[src/hdl/rpb_pkg.sv]
// rpb_pkg: shared types, constants and helper functions of the rgb565 pixel blender
// no dependencies; imported by every module of the block

package rpb_pkg;

  // source pixel formats
  typedef enum logic [2:0] {
    FMT_RGBA8888 = 3'd0,
    FMT_RGBX8888 = 3'd1,
    FMT_BGRA8888 = 3'd2,
    FMT_RGB888   = 3'd3,
    FMT_RGB565   = 3'd4
  } src_fmt_e;

  // blend modes (code 3 behaves as premultiplied)
  typedef enum logic [1:0] {
    BLEND_NONE     = 2'd0,
    BLEND_PREMULT  = 2'd1,
    BLEND_COVERAGE = 2'd2
  } blend_mode_e;

  // register map
  localparam int unsigned CfgAddrWidth  = 3;
  localparam logic        RegPlaneAlpha = 1'b0;
  localparam logic [7:0]  PlaneAlphaRst = 8'hff;
  localparam logic [7:0]  AlphaOpaque   = 8'hff;
  localparam logic [15:0] RoundBias     = 16'd127;

  // (p + 127) / 255 for p up to 255*255, by reciprocal correction
  function automatic logic [7:0] div255_rnd(input logic [15:0] p);
    logic [16:0] t;
    logic [16:0] q;
    t = {1'b0, p} + {1'b0, RoundBias};
    q = t + {9'd0, t[15:8]} + 17'd1;
    return q[15:8];
  endfunction

  // pack 8-bit channels into rgb565
  function automatic logic [15:0] pack565(input logic [7:0] r, input logic [7:0] g,
                                          input logic [7:0] b);
    return {r[7:3], g[7:2], b[7:3]};
  endfunction

  // first stage contents: decoded source and alpha product
  typedef struct packed {
    logic        valid;
    logic        fmt_ok;
    logic        is565;
    logic        coverage;
    logic [7:0]  pa;
    logic [15:0] prod;
    logic [15:0] word;
    logic [7:0]  r;
    logic [7:0]  g;
    logic [7:0]  b;
    logic [15:0] dst;
  } rpb_s1_t;

  // alpha stage to mix stage
  typedef struct packed {
    logic        valid;
    logic        wr_en;
    logic        opaque;
    logic [15:0] direct;
    logic [7:0]  cf;
    logic [7:0]  inv;
    logic [7:0]  r;
    logic [7:0]  g;
    logic [7:0]  b;
    logic [15:0] dst;
  } rpb_s2_t;

  // products of the mix stage
  typedef struct packed {
    logic        valid;
    logic        wr_en;
    logic        opaque;
    logic [15:0] direct;
    logic [15:0] dst;
    logic [15:0] sr;
    logic [15:0] sg;
    logic [15:0] sb;
    logic [15:0] dr;
    logic [15:0] dg;
    logic [15:0] db;
  } rpb_s3_t;

endpackage

[src/hdl/rgb565_alpha_pixel_blender_top.sv]
// channel   | signals                                           | transfer when
// ----------+---------------------------------------------------+----------------------
// pixel in  | start, src_format_i, blend_mode_i, src_byte0..3_i, | start high, busy low
//           | dst_pixel_i                                       |
// result    | done_o, out_pixel_o, write_enable_o               | done_o high, 1 cycle
// config    | psel, penable, pwrite, paddr, pwdata, prdata      | psel, penable, pwrite
//
// one pixel enters every cycle; busy is never raised
// each result passes four registered stages after its transfer: decode and alpha product, alpha
// division, six channel multiplies, then divide, saturating add and repack
// reset clears the valid bits of all four stages and loads plane alpha 255
// the receiver cannot stall, so the pipeline never holds
// depends on rpb_pkg, rpb_cfg, rpb_alpha, rpb_mix

module rgb565_alpha_pixel_blender_top
  import rpb_pkg::*;
(
  input  logic                    clk_i,
  input  logic                    rst_ni,
  input  logic                    start,
  output logic                    busy,
  input  logic [2:0]              src_format_i,
  input  logic [1:0]              blend_mode_i,
  input  logic [7:0]              src_byte0_i,
  input  logic [7:0]              src_byte1_i,
  input  logic [7:0]              src_byte2_i,
  input  logic [7:0]              src_byte3_i,
  input  logic [15:0]             dst_pixel_i,
  output logic                    done_o,
  output logic [15:0]             out_pixel_o,
  output logic                    write_enable_o,
  input  logic                    psel,
  input  logic                    penable,
  input  logic                    pwrite,
  input  logic [CfgAddrWidth-1:0] paddr,
  input  logic [31:0]             pwdata,
  output logic [31:0]             prdata,
  output logic                    pready
);

  logic [7:0] layer_alpha;
  logic       in_xfer;
  rpb_s2_t    s2;

  assign busy    = 1'b0;
  assign in_xfer = start && !busy;

  // configuration register
  rpb_cfg u_cfg (
    .clk_i         (clk_i),
    .rst_ni        (rst_ni),
    .psel          (psel),
    .penable       (penable),
    .pwrite        (pwrite),
    .paddr         (paddr),
    .pwdata        (pwdata),
    .prdata        (prdata),
    .pready        (pready),
    .layer_alpha_o (layer_alpha)
  );

  // alpha stages
  rpb_alpha u_alpha (
    .clk_i         (clk_i),
    .rst_ni        (rst_ni),
    .in_valid_i    (in_xfer),
    .layer_alpha_i (layer_alpha),
    .src_format_i  (src_format_i),
    .blend_mode_i  (blend_mode_i),
    .src_byte0_i   (src_byte0_i),
    .src_byte1_i   (src_byte1_i),
    .src_byte2_i   (src_byte2_i),
    .src_byte3_i   (src_byte3_i),
    .dst_pixel_i   (dst_pixel_i),
    .s2_o          (s2)
  );

  // mix stages
  rpb_mix u_mix (
    .clk_i          (clk_i),
    .rst_ni         (rst_ni),
    .s2_i           (s2),
    .done_o         (done_o),
    .out_pixel_o    (out_pixel_o),
    .write_enable_o (write_enable_o)
  );

`ifndef SYNTHESIS
  // every transfer gives a result
  a_latency: assert property (@(posedge clk_i) disable iff (!rst_ni)
    in_xfer |-> ##4 done_o)
    else $error("result missing four cycles after transfer");

  // a result only follows a transfer
  a_no_spurious: assert property (@(posedge clk_i) disable iff (!rst_ni)
    done_o |-> $past(in_xfer, 4))
    else $error("result without a transfer");

  // an unknown format never writes
  a_bad_fmt: assert property (@(posedge clk_i) disable iff (!rst_ni)
    (done_o && ($past(src_format_i, 4) > FMT_RGB565)) |-> !write_enable_o)
    else $error("write for unknown format");

  // an unwritten pixel keeps the destination
  a_keep_dst: assert property (@(posedge clk_i) disable iff (!rst_ni)
    (done_o && !write_enable_o) |-> (out_pixel_o == $past(dst_pixel_i, 4)))
    else $error("destination altered without write");
`endif

endmodule

[src/hdl/rpb_cfg.sv]
// rpb_cfg: apb-style register port holding the plane alpha
// depends on rpb_pkg

module rpb_cfg
  import rpb_pkg::*;
(
  input  logic                    clk_i,
  input  logic                    rst_ni,
  input  logic                    psel,
  input  logic                    penable,
  input  logic                    pwrite,
  input  logic [CfgAddrWidth-1:0] paddr,
  input  logic [31:0]             pwdata,
  output logic [31:0]             prdata,
  output logic                    pready,
  output logic [7:0]              layer_alpha_o
);

  logic [7:0] layer_alpha_q, layer_alpha_d;
  logic       wr_sel;

  assign pready = 1'b1;

  // register write on the access phase
  assign wr_sel = psel && penable && pwrite && (paddr[CfgAddrWidth-1] == RegPlaneAlpha);

  always_comb begin
    layer_alpha_d = layer_alpha_q;
    if (wr_sel) begin
      layer_alpha_d = pwdata[7:0];
    end
  end

  always_ff @(posedge clk_i or negedge rst_ni) begin
    if (!rst_ni) begin
      layer_alpha_q <= PlaneAlphaRst;
    end else begin
      layer_alpha_q <= layer_alpha_d;
    end
  end

  // read back
  assign prdata = (paddr[CfgAddrWidth-1] == RegPlaneAlpha) ? {24'd0, layer_alpha_q} : 32'd0;
  assign layer_alpha_o = layer_alpha_q;

endmodule

[src/hdl/rpb_alpha.sv]
// rpb_alpha: source decode, effective alpha product and alpha division (stages 1 and 2)
// depends on rpb_pkg

module rpb_alpha
  import rpb_pkg::*;
(
  input  logic        clk_i,
  input  logic        rst_ni,
  input  logic        in_valid_i,
  input  logic [7:0]  layer_alpha_i,
  input  logic [2:0]  src_format_i,
  input  logic [1:0]  blend_mode_i,
  input  logic [7:0]  src_byte0_i,
  input  logic [7:0]  src_byte1_i,
  input  logic [7:0]  src_byte2_i,
  input  logic [7:0]  src_byte3_i,
  input  logic [15:0] dst_pixel_i,
  output rpb_s2_t     s2_o
);

  rpb_s1_t    s1_d, s1_q;
  rpb_s2_t    s2_d, s2_q;
  logic       has_alpha;
  logic [7:0] a_raw;
  logic [15:0] word;
  logic [7:0] a_eff;

  // stage 1: decode format and form alpha times plane alpha
  always_comb begin
    word      = {src_byte1_i, src_byte0_i};
    has_alpha = (src_format_i == FMT_RGBA8888) || (src_format_i == FMT_BGRA8888);
    a_raw     = ((blend_mode_i == BLEND_NONE) || !has_alpha) ? AlphaOpaque : src_byte3_i;
    s1_d.valid    = in_valid_i;
    s1_d.fmt_ok   = (src_format_i <= FMT_RGB565);
    s1_d.is565    = (src_format_i == FMT_RGB565);
    s1_d.coverage = (blend_mode_i == BLEND_COVERAGE);
    s1_d.pa       = layer_alpha_i;
    s1_d.prod     = 16'(a_raw * layer_alpha_i);
    s1_d.word     = word;
    s1_d.dst      = dst_pixel_i;
    case (src_format_i)
      FMT_RGB565: begin
        s1_d.r = {word[15:11], 3'd0};
        s1_d.g = {word[10:5], 2'd0};
        s1_d.b = {word[4:0], 3'd0};
      end
      FMT_BGRA8888: begin
        s1_d.r = src_byte2_i;
        s1_d.g = src_byte1_i;
        s1_d.b = src_byte0_i;
      end
      default: begin
        s1_d.r = src_byte0_i;
        s1_d.g = src_byte1_i;
        s1_d.b = src_byte2_i;
      end
    endcase
  end

  // stage 2: effective alpha, write decision and colour factor
  // an opaque plane divides a*255 back to a exactly
  always_comb begin
    a_eff        = div255_rnd(s1_q.prod);
    s2_d.valid   = s1_q.valid;
    s2_d.wr_en   = s1_q.fmt_ok && (a_eff != 8'd0);
    s2_d.opaque  = (a_eff == AlphaOpaque) && (s1_q.pa == AlphaOpaque);
    s2_d.direct  = s1_q.is565 ? s1_q.word : pack565(s1_q.r, s1_q.g, s1_q.b);
    s2_d.cf      = s1_q.coverage ? a_eff : s1_q.pa;
    s2_d.inv     = AlphaOpaque - a_eff;
    s2_d.r       = s1_q.r;
    s2_d.g       = s1_q.g;
    s2_d.b       = s1_q.b;
    s2_d.dst     = s1_q.dst;
  end

  // stage registers, cleared on reset so no valid bit survives
  always_ff @(posedge clk_i or negedge rst_ni) begin
    if (!rst_ni) begin
      s1_q <= '0;
      s2_q <= '0;
    end else begin
      s1_q <= s1_d;
      s2_q <= s2_d;
    end
  end

  assign s2_o = s2_q;

endmodule

[src/hdl/rpb_mix.sv]
// rpb_mix: colour and destination scaling, saturating sum and repack (stages 3 and 4)
// depends on rpb_pkg

module rpb_mix
  import rpb_pkg::*;
(
  input  logic        clk_i,
  input  logic        rst_ni,
  input  rpb_s2_t     s2_i,
  output logic        done_o,
  output logic [15:0] out_pixel_o,
  output logic        write_enable_o
);

  rpb_s3_t     s3_d, s3_q;
  logic [7:0]  dr8, dg8, db8;
  logic [8:0]  sum_r, sum_g, sum_b;
  logic [7:0]  sat_r, sat_g, sat_b;
  logic        done_q, done_d;
  logic [15:0] pix_q, pix_d;
  logic        we_q, we_d;

  // stage 3: six 8x8 products
  always_comb begin
    dr8 = {s2_i.dst[15:11], 3'd0};
    dg8 = {s2_i.dst[10:5], 2'd0};
    db8 = {s2_i.dst[4:0], 3'd0};
    s3_d.valid  = s2_i.valid;
    s3_d.wr_en  = s2_i.wr_en;
    s3_d.opaque = s2_i.opaque;
    s3_d.direct = s2_i.direct;
    s3_d.dst    = s2_i.dst;
    s3_d.sr     = 16'(s2_i.r * s2_i.cf);
    s3_d.sg     = 16'(s2_i.g * s2_i.cf);
    s3_d.sb     = 16'(s2_i.b * s2_i.cf);
    s3_d.dr     = 16'(dr8 * s2_i.inv);
    s3_d.dg     = 16'(dg8 * s2_i.inv);
    s3_d.db     = 16'(db8 * s2_i.inv);
  end

  // stage 4: divide, add with saturation, select result
  always_comb begin
    sum_r = {1'b0, div255_rnd(s3_q.sr)} + {1'b0, div255_rnd(s3_q.dr)};
    sum_g = {1'b0, div255_rnd(s3_q.sg)} + {1'b0, div255_rnd(s3_q.dg)};
    sum_b = {1'b0, div255_rnd(s3_q.sb)} + {1'b0, div255_rnd(s3_q.db)};
    sat_r = sum_r[8] ? 8'hff : sum_r[7:0];
    sat_g = sum_g[8] ? 8'hff : sum_g[7:0];
    sat_b = sum_b[8] ? 8'hff : sum_b[7:0];
    done_d = s3_q.valid;
    we_d   = s3_q.wr_en;
    if (!s3_q.wr_en) begin
      pix_d = s3_q.dst;
    end else if (s3_q.opaque) begin
      pix_d = s3_q.direct;
    end else begin
      pix_d = pack565(sat_r, sat_g, sat_b);
    end
  end

  // stage registers, cleared on reset so no valid bit survives
  always_ff @(posedge clk_i or negedge rst_ni) begin
    if (!rst_ni) begin
      s3_q   <= '0;
      done_q <= 1'b0;
      pix_q  <= 16'd0;
      we_q   <= 1'b0;
    end else begin
      s3_q   <= s3_d;
      done_q <= done_d;
      pix_q  <= pix_d;
      we_q   <= we_d;
    end
  end

  assign done_o         = done_q;
  assign out_pixel_o    = pix_q;
  assign write_enable_o = we_q;

endmodule
[config.mk]
export PLATFORM = sky130hd
export DESIGN_NAME = rgb565_alpha_pixel_blender_top
export DESIGN_NICKNAME = d
export VERILOG_FILES = /design/src/hdl/rpb_pkg.sv /design/src/hdl/rgb565_alpha_pixel_blender_top.sv /design/src/hdl/rpb_cfg.sv /design/src/hdl/rpb_alpha.sv /design/src/hdl/rpb_mix.sv
export SDC_FILE = /design/constraint.sdc
export NUM_CORES = 1
export LEC_CHECK = 0
export BUFFER_PORTS_ARGS = -buffer_cell sky130_fd_sc_hd__clkbuf_2
export CAP_MARGIN = 0
export CORE_ASPECT_RATIO = 0.6
export CORE_MARGIN = 2
export CORE_UTILIZATION = 30
export DETAILED_ROUTE_END_ITERATION = 8
export HOLD_SLACK_MARGIN = 0.03
export PLACE_DENSITY_LB_ADDON = 0.3
export SYNTH_ARGS = -nofsm -noshare
export SYNTH_HDL_FRONTEND = slang
export SYNTH_SLANG_ARGS = --single-unit
[constraint.sdc]
create_clock -name clk_i -period 5.22 [get_ports clk_i]
set_input_delay 0.522 -clock clk_i [delete_from_list [all_inputs] [get_ports clk_i]]
set_output_delay 0.522 -clock clk_i [all_outputs]
set_load 0.005 [all_outputs]
==> metrics.yaml <==
run_status:
  violations: "negative setup slack"
  status: "complete, but fails checks"
synth:
  ys_top_cells_by_area: "dfrtp_1 (30%), fa_1 (16%), ha_1 (14%), inv_1 (5.0%), and2_1 (4.7%)"
  yosys_warnings: 0
  ys_seq_elements: 308
  synth-edff-count: 0
  synth_top_area_share_pct: 29.9
  syn_inst: 2542
  synth_area_leader_cell: "dfrtp_1"
  async_flop_share_pct: 100
  synth_area_um2: 25100
  ys.flop_type: "dfrtp_1"
  yosysSeqAreaShare_pct: 30.8
  ys_types: 80
  postSynthAreaPerCell_um2: 9.87
die:
  initial_utilization_pct: 30.2
  die_w_um: 377
  core_area_um2: 83200
  rows: 82
  io_pins: 146
  die_y_um: 228
  dieArea_um2: 86100
global_routing:
  track_usage_pct: 14.5
  grt_pass1_wl_mm: 98.4
  antenna_found_initial: 5
  grt-ovfl-total: 0
  grt_max_degree: 129
  grt_pass1_vias: 17250
routing:
  wirelength_met1_mm: 34.5
  highest_layer: "met4"
  firstDrtPassIters: 5
  vias_per_cell: 4.43
  drtIter0Drc: 1083
  wl_met3_mm: 4.31
  route.detailed.drc: 0
  routed_wl_mm: 61.0
  num_vias: 17433
  wl_met2_mm: 21.5
  avgRoutedWirePerCell_um: 15.5
  antenna_left: 0
setup_path:
  path_max_fanout: 5
  worstSetupStartpoint: "u_mix.s3_q[4]$_DFF_PN0_"
  ff2ff_setup_slack_ns: -0.19
  cpMaxStageDelayCell: "or4_4"
  r2r_start: "u_mix.s3_q[4]$_DFF_PN0_"
  crit_end: "u_mix.out_pixel_o[1]$_DFF_PN0_"
  slowest_delay_ns: 0.55
  cp.arrival_ns: 5.82
  cp-start-kind: "register"
  cpMostUsedCell: "nand4_1"
  r2r_cells: 31
  path_class: "register to register"
  r2r_end: "u_mix.out_pixel_o[1]$_DFF_PN0_"
  worstPathRequired_ns: 5.63
  crit_path_end_kind: "register"
timing:
  fin_worst_hold_slack_ns: 0.0729
  setup_slack_ns: -0.191
  grt_setup_unrepaired: "yes"
  setup_viol: 5
  tightest_slew_ns: 1.05
  final_max_slew_viol_count: 0
  hold_violations: 0
  period_share_pct: 104
  fmax_ghz: 0.185
  skew_ns: 0.0268
  slew_headroom_pct: 29.6
  fin_crit_ns: 5.41
run:
  cap_violations: 0
worst_hold_path:
  hp-class: "input port to register"
placed_design:
  io_buffers: 93
  hpwl_mm: 48.2
  finalWeightedCongestion: 0.840
cells_and_area:
  drive_gt1_share_pct: 14.1
  fin_nets: 3340
  final_common_cell: "inv_1"
  final_util_pct: 35.1
  layout_common_cells: "inv_1 (336), dfrtp_1 (295), nand2_1 (287)"
  area_delta_synth_final_pct: 16.4
clocking:
  cts_buffers: 34
  cts_max_level: 2
  cts_tree: "yes"
  worstSkewPairLatency_ns: 0.57
  path_clk_slew_ns: 0.07
  clock-sinks: 308
  cts_root_buffer: "clkbuf_16"
  clock_path_buffers: 3
-- timing repair --
| action | CTS | global route |
|---|---|---|
| setup buffers | 4 | 5 |
| gates cloned | 0 | 0 |
| endpoints found under the hold margin | 69 | 0 |
| hold buffers | 1 | 0 |
| resized for setup | 1 | 29 |
| endpoints found under the setup margin | 5 | 23 |
| pin swaps | 8 | 6 |
-- logic make-up (layout without fill, tap and decap cells) --
logic type / after synthesis / after routing / synth area share, %
simple gates: 803 / 803 / 16.1
fa+ha+maj: 476 / 476 / 29.9
buf+inv: 416 / 639 / 6.62
flops: 308 / 308 / 30.8
compound gates: 301 / 301 / 7.98
xor+xnor: 196 / 196 / 6.92
mux: 40 / 40 / 1.77
other cells: 2 / 34 / 0.0299
-- through the flow --
stage / worst slack (ns) / TNS [ns] / instance area, um2 / std cells
after floorplan: 0.0112 / 0 / 25300 / 2572
after global placement: -0.162 / -0.804 / 27900 / 3858
after detailed placement: -0.229 / -1.09 / 27900 / 3858
after CTS: -0.184 / -0.828 / 29100 / 3924
after global routing: -0.525 / -2.54 / 29200 / 3929
final: -0.191 / -0.780 / 29200 / 3931
-- sequential cells by signal, indices dropped and copies added, names as in the netlist --
register / flops
u_alpha.s1_q: 84
u_alpha.s2_o: 75
u_cfg.layer_alpha_o: 8
u_mix.done_d: 1
u_mix.done_o: 1
u_mix.out_pixel_o: 16
u_mix.s3_q: 121
u_mix.we_d: 1
u_mix.write_enable_o: 1
-- cells in the mapped netlist, types with 13 or more instances --
library cell and number:
a21boi_0 13, nand3_1 17, nor2_1 115, fa_1 205, xnor2_1 125, ha_1 271
and2_1 189, or3_1 13, buf_4 26, xor2_1 70, mux2_2 34, inv_1 336
nand4_1 22, nand2_1 287, nand2b_1 23, a21o_1 26, nor3_1 25, nor2b_1 48
clkbuf_1 48, o21ai_0 63, dfrtp_1 300, a21oi_1 77, o21a_1 16
-- worst max-delay path: cells and delay by family, from the launching register on --
| family | cells | cell delay (ns) |
|---|---|---|
| and+or+nand+nor | 15 | 2.31 |
| adders and majority gates | 4 | 0.94 |
| AOI/OAI and AO/OA | 6 | 0.76 |
| xor gates and xnor gates | 4 | 0.74 |
| DFF | 1 | 0.38 |
| buffers and inverters | 2 | 0.15 |
-- area by class of cell --
class | instances | area, um2
clock inverters | 18 | 231
well taps | 1134 | 1420
clock buffers | 43 | 926
repair buffers | 241 | 1640
fillers | 8473 | 54000
multi-input cells | 1848 | 16000
diodes | 2 | 5.00
flip-flops and latches | 308 | 7720
inverters | 337 | 1260
-- layer usage --
layer	global-route usage, %	vias to the layer above
li1	-	8624
met5	0	-
met4	2.14	0
met2	17.8	379
met3	3.75	45
met1	24.5	8385
-- worst min path at each step --
stage	startpoint	endpoint	cells past startpoint
global placement	u_alpha.s1_q[83]$_DFF_PN0_	u_alpha.s2_o[74]$_DFF_PN0_	0
detailed placement	u_alpha.s1_q[17]$_DFF_PN0_	u_alpha.s2_o[17]$_DFF_PN0_	0
CTS	start	u_alpha.s1_q[83]$_DFF_PN0_	1
finish	start	u_alpha.s1_q[83]$_DFF_PN0_	1
global route	dst_pixel_i[5]	u_alpha.s1_q[5]$_DFF_PN0_	1
floorplan	rst_ni	u_alpha.s1_q[0]$_DFF_PN0_	0
Power is left out: the tool's default activity adds up to more than one toggle a clock period on the data nets, which glitch-free logic cannot reach.
